--- config.mk ---
export PLATFORM = sky130hd
export DESIGN_NAME = isort_cell
export DESIGN_NICKNAME = d
export VERILOG_FILES = /design/src/rtl/isort_pkg.sv /design/src/rtl/isort_cell.sv
export SDC_FILE = /design/constraint.sdc
export NUM_CORES = 1
export LEC_CHECK = 0
export ABC_AREA = 1
export ABC_CLOCK_PERIOD_IN_PS = 2710
export BUFFER_PORTS_ARGS = -buffer_cell sky130_fd_sc_hd__buf_4
export CORE_MARGIN = 2
export CORE_UTILIZATION = 41
export CTS_BUF_LIST = sky130_fd_sc_hd__clkbuf_8 sky130_fd_sc_hd__clkbuf_16
export DETAILED_ROUTE_END_ITERATION = 6
export GPL_ROUTABILITY_DRIVEN = 1
export PLACE_DENSITY_LB_ADDON = 0.1
export RECOVER_POWER = 100
export SLEW_MARGIN = 15
export SYNTH_ARGS = -nofsm -noshare
export SYNTH_HDL_FRONTEND = slang
export SYNTH_SLANG_ARGS = --single-unit
--- constraint.sdc ---
create_clock -name clk -period 2.71 [get_ports clk]
set_clock_uncertainty 0.05 [all_clocks]
set_input_delay 0.271 -clock clk [delete_from_list [all_inputs] [get_ports clk]]
set_output_delay 0.271 -clock clk [all_outputs]
set_load 0.03 [all_outputs]
--- src/rtl/isort_pkg.sv ---
// Shared types and constants for the insertion sorter.
package isort_pkg;

  localparam int CAPACITY   = 64;
  localparam int DATA_WIDTH = 32;

  // Input word
  typedef struct packed {
    logic signed [DATA_WIDTH-1:0] value;
    logic                         last;
  } item_t;

  // Output word
  typedef struct packed {
    logic signed [DATA_WIDTH-1:0] sorted_value;
    logic                         last_out;
    logic                         overflow;
  } result_t;

  // What one cell shows its neighbors
  typedef struct packed {
    logic                         valid;
    logic                         greater;  // holds an entry above the key
    logic signed [DATA_WIDTH-1:0] value;
  } cell_link_t;

  // Broadcast control to every cell
  typedef struct packed {
    logic                         insert;
    logic                         shift;    // drain: move one place toward cell 0
    logic signed [DATA_WIDTH-1:0] key;
  } cell_ctrl_t;

endpackage

--- src/rtl/isort_cell.sv ---
// One cell of the sorting chain: holds one entry and its valid bit.
module isort_cell (
  input  logic                 clk,
  input  logic                 rst,
  input  isort_pkg::cell_ctrl_t ctrl,
  input  isort_pkg::cell_link_t left,
  input  isort_pkg::cell_link_t right,
  output isort_pkg::cell_link_t link
);

  logic                                    valid;
  logic signed [isort_pkg::DATA_WIDTH-1:0] value;
  logic                                    greater;

  // strict compare keeps equal values in arrival order
  assign greater = valid && (ctrl.key < value);

  assign link.valid   = valid;
  assign link.greater = greater;
  assign link.value   = value;

  always_ff @(posedge clk) begin
    if (rst) begin
      valid <= 1'b0;
    end else if (ctrl.shift) begin
      valid <= right.valid;
    end else if (ctrl.insert) begin
      valid <= valid | left.valid;
    end
  end

  always_ff @(posedge clk) begin
    if (ctrl.shift) begin
      value <= right.value;
    end else if (ctrl.insert) begin
      if (left.greater) begin
        value <= left.value;
      end else if (greater || (!valid && left.valid)) begin
        value <= ctrl.key;
      end
    end
  end

endmodule

## After elaboration in Yosys (flattened, before gate mapping)

Index checks and enable logic that the tools add are counted.

- Bitwise logic cells: 1
- Reductions and logical operators: 7
- Mux-type cells: 6
- $lt $le $gt $ge: 1

Operator list:

| kind | number |
|---|---|
| $mux W32 | 4 |
| $lt A32 B32 Y1 | 1 |
| $reduce_bool A3 Y1 | 1 |
| $logic_and A1 B1 Y1 | 2 |
| $mux W1 | 2 |
| $reduce_and A2 Y1 | 1 |
| $reduce_bool A2 Y1 | 1 |
| $logic_not A1 Y1 | 1 |
| $logic_or A1 B1 Y1 | 1 |
| $or A1 B1 Y1 | 1 |

- Logic and storage cells: 17
- Flip-flop bits (word level): 33

## Logic depth before layout (Yosys ltp)

- Depth in word-level cells: 7
- Mapped depth: 16
- Gate-level depth less buffers: 15

## Least setup slack after synthesis

OpenSTA, ideal clock, no wires.

- Path kind: register to register
- Start: register value[21] (netlist name)
- End: register value[0] (netlist name) (enable)
- Library setup time: 0.400 ns
- Stages on the path, launching flop included: 12
- Data required time: 2.260 ns
- Clock period less this slack: 2.951 ns
- Buffers on the path: 0
- Arrival time: 2.501 ns
- Path slack: -0.241 ns
- Path through: edfxtp_1 -> inv_1 -> ha_1 -> a21oi_1 -> nor2_1 -> nor2_1 -> nand3_1 -> a21oi_2 -> nand2_1 -> nand2_1 -> nand3_2 -> a21oi_2

- Cells in the longest elaborated chain, start to end: 5

RTL lines:

| what | RTL line | RTL |
|---|---|---|
| start, declared | isort_cell.sv:12 | `logic signed [isort_pkg::DATA_WIDTH-1:0] value;` |
| start signal, assigned | isort_cell.sv:34 | `value <= right.value;` |
| start signal, assigned | isort_cell.sv:37 | `value <= left.value;` |
| start signal, assigned | isort_cell.sv:39 | `value <= ctrl.key;` |
| $lt A32 B32 Y1 | isort_cell.sv:16 | `assign greater = valid && (ctrl.key < value);` |
| $logic_and A1 B1 Y1 | isort_cell.sv:16 |  |
| $logic_or A1 B1 Y1 | isort_cell.sv:38 | `end else if (greater \|\| (!valid && left.valid)) begin` |
| $reduce_bool A3 Y1 (no line) | - |  |
| $reduce_and A2 Y1 (no line) | - |  |

Every way passes these cells.
A chain may end at the register's enable or synchronous reset.

## Worst setup path in the final report

- Start: register value[31] (netlist name)
- End: register value[15] (netlist name) (enable)

The elaborated chain is that of the path after synthesis.

==> summary.md <==
| Metric | Value |
|---|---|
| Synthesized area | `2530 um2` |
| Setup TNS | `0 ps` |
| Pin count of the biggest net entering global routing | `36` |
| Slew @ Worst Pin | `1050 ps` |
| PostCTS Resize Cnt | `0` |
| Drt pass-1 iters | `4` |
| Post-CTS Hold Fix Bufs | `0` |
| Largest family of logic cells by synthesized area | `compound AO/OA/AOI/OAI gates` |
| Tmin final | `2360 ps` |
| Starting Density | `0.425` |
| Slew HR | `0.300` |
| Filler cells | `589` |
| FMAX | `0.425 GHz` |
| First-pass GRT wire length | `11.1 mm` |
| Final Wtd Congestion | `0.767` |
| Final Hold Viols | `0` |
| Die width | `82.6 um` |
| Clock Tree Buf Depth | `2` |
| Post-Synth XOR/XNOR Area | `0` |
| Setup violators final | `0` |
| Global Route Usage Sum | `0.214` |
| Clock latency reported for the late side of the worst-skew pair | `280 ps` |
| Vias in the first global route | `2539` |
| Outcome | `finished, final reports clean` |
| Synth Register Bits | `33` |
| Area growth syn-to-layout | `39.2%` |
| Worst setup EP type | `flop` |
| Root buf cell | `clkbuf_8` |
| Max-Cap Viols | `0` |
| Syn Area/Cell | `7.82 um2` |
| Layout cells sized above 1 | `0.255` |
| Pins Over Slew Limit | `0` |
| Compound-gate portion of the synthesized area | `0.180` |
| Synth Area in Simple Gates | `0.177` |
| Die area | `6820 um2` |
| # rows | `28` |
| Setup bufs post-CTS | `0` |
| H-Tree Depth | `2` |
| Antenna-violating nets left | `0` |
| Routed vias/inst | `4.91` |
| RSZ-0062 raised after global routing | `false` |
| Syn Inst Count | `324` |
| CTS tree | `yes` |
| # port buffers | `136` |
| Syn Nets | `459` |
| Critical path type | `reg2reg` |
| Max VDD drop | `0.000208 V` |
| PwrDens | `443 nW/um2` |
| Multiplexer share of the synthesized area | `0` |
| Die height | `82.6 um` |
| Pre-CTS setup slack | `349 ps` |
| Clock transition at path regs | `70 ps` |
| Detailed-route via count | `2604` |
| TritonCTS Sinks | `33` |
| Global route overflow | `0` |
| Diodes inserted | `0` |
| WL/cell | `13.6 um` |
| CP Launch Type | `flop` |
| Critical path required time | `2620 ps` |
| Cell variety after synth | `22` |
| Arrival time at the worst endpoint | `2260 ps` |
| HPWL after detailed placement | `5.40 mm` |
| I/O pin count | `138` |
| Core area | `5960 um2` |
| Antenna violations before repair | `0` |
| Pleak | `1.78 nW` |
| Fin crit share | `0.869` |
| Drt initial violations | `61` |
| Hold Crit Class | `in2reg` |
| Sequential area share after synthesis | `0.387` |
| Remaining DRCs | `0` |
| Ys Warns | `0` |
| CP max FO | `22` |
| Routed WL | `7.20 mm` |
| Total Nets Final | `589` |
| Total CTS buffers | `5` |
| Worst setup margin | `354 ps` |
| Adder-Cell Fraction of Synth Area | `0.153` |
==> cells by family (layout without fill, tap and decap cells) <==
family | count (synthesis) | after routing
adder cells (fa/ha/maj) | 31 | 31
buffers and inverters | 60 | 191
flip-flops | 33 | 33
AND/OR/NAND/NOR | 113 | 113
AO/OA/AOI/OAI | 87 | 87
==> per-stage QoR <==
step / std cells / hold WS, ps / power (mW) / utilization / area (um2)
after floorplan: 324 / 299 / 1.01 / - / 2540
after global placement: 522 / 386 / 1.25 / 0.602 / 3580
after detailed placement: 522 / 388 / 1.27 / 0.602 / 3580
after CTS: 530 / 81.2 / 1.62 / 0.615 / 3660
after global routing: 530 / 87.7 / 1.66 / 0.592 / 3530
final: 530 / 93.5 / 1.56 / 0.592 / 3530
==> synth_stat cells <==
cell type  count  area, um2
a211oi_1       1       7.51
nand3_2        1       10.0
a311oi_1       1       8.76
a21oi_1       77        385
a21oi_2        3       26.3
o21ai_0        3       15.0
buf_4          2       15.0
inv_1         43        161
clkinv_1       1       3.75
dfxtp_1        1       20.0
ha_1          31        388
nor3_2         2       20.0
clkbuf_8       2       27.5
nor2_1        42        158
clkbuf_1      11       41.3
nand3_1        3       15.0
edfxtp_1      32        961
nand4_1        1       6.26
nand2_1       64        240
o21ai_1        1       5.00
o21a_1         1       7.51
buf_6          1       11.3
==> layer usage <==
layer	global-route usage	vias up	share of wire
met5	0	-	0
met4	0.0607	0	0.0079
met3	0.0587	7	0.078
met2	0.385	89	0.51
met1	0.249	1172	0.41
li1	-	1336	-
==> area by class of cell <==
type	count	area, um2	share of cell area
Clock inverter	3	11.3	0.00319
Inverter	44	165	0.0468
Multi-Input combinational cell	231	1290	0.367
Clock buffer	5	68.8	0.0195
Timing Repair Buffer	139	912	0.259
Tap cell	75	93.8	0.0266
Sequential cell	33	981	0.278
==> placed cells by master, fill, tap and decap left out, types with 4 or more instances in the layout <==
cell        n
buf_4     103
clkbuf_8    5
ha_1       31
nand3_1     4
nor2_1     42
a21oi_1    77
clkbuf_1   33
inv_1      46
nand2_1    64
edfxtp_1   32
==> worst max-delay path, stage by stage (launching register included) <==
cell and delay [ps]:
edfxtp_1 380, inv_1 70, ha_1 260, a21oi_1 210
o21a_1 160, nand2_1 60, a21oi_2 120, nand2_1 60
nand2_1 50, nand3_1 120, a21oi_4 150, buf_4 320
==> state kept, by name, indices dropped and copies added, names as in the netlist <==
name,cells
valid,1
value,32
==> final timing paths <==
path / slack (ps) / from / end / cells after the start
worst max-delay path: 350 / value[31]$_DFFE_PP_ / value[15]$_DFFE_PP_ / 11
worst min-delay path: 90 / rst / valid$_SDFFE_PP0P_ / 2
worst min register to register: 490 / valid$_SDFFE_PP0P_ / valid$_SDFFE_PP0P_ / 2
worst max register to register: 350 / value[31]$_DFFE_PP_ / value[15]$_DFFE_PP_ / 11
==> report_power, final <==
part / internal (mW) / leakage (nW) / switching [mW]
logic: 0.221 / 1.41 / 0.334
registers: 0.627 / 0.325 / 0.0257
clock network: 0.171 / 0.0519 / 0.182
No activity file was read; power rests on OpenSTA's default activity.
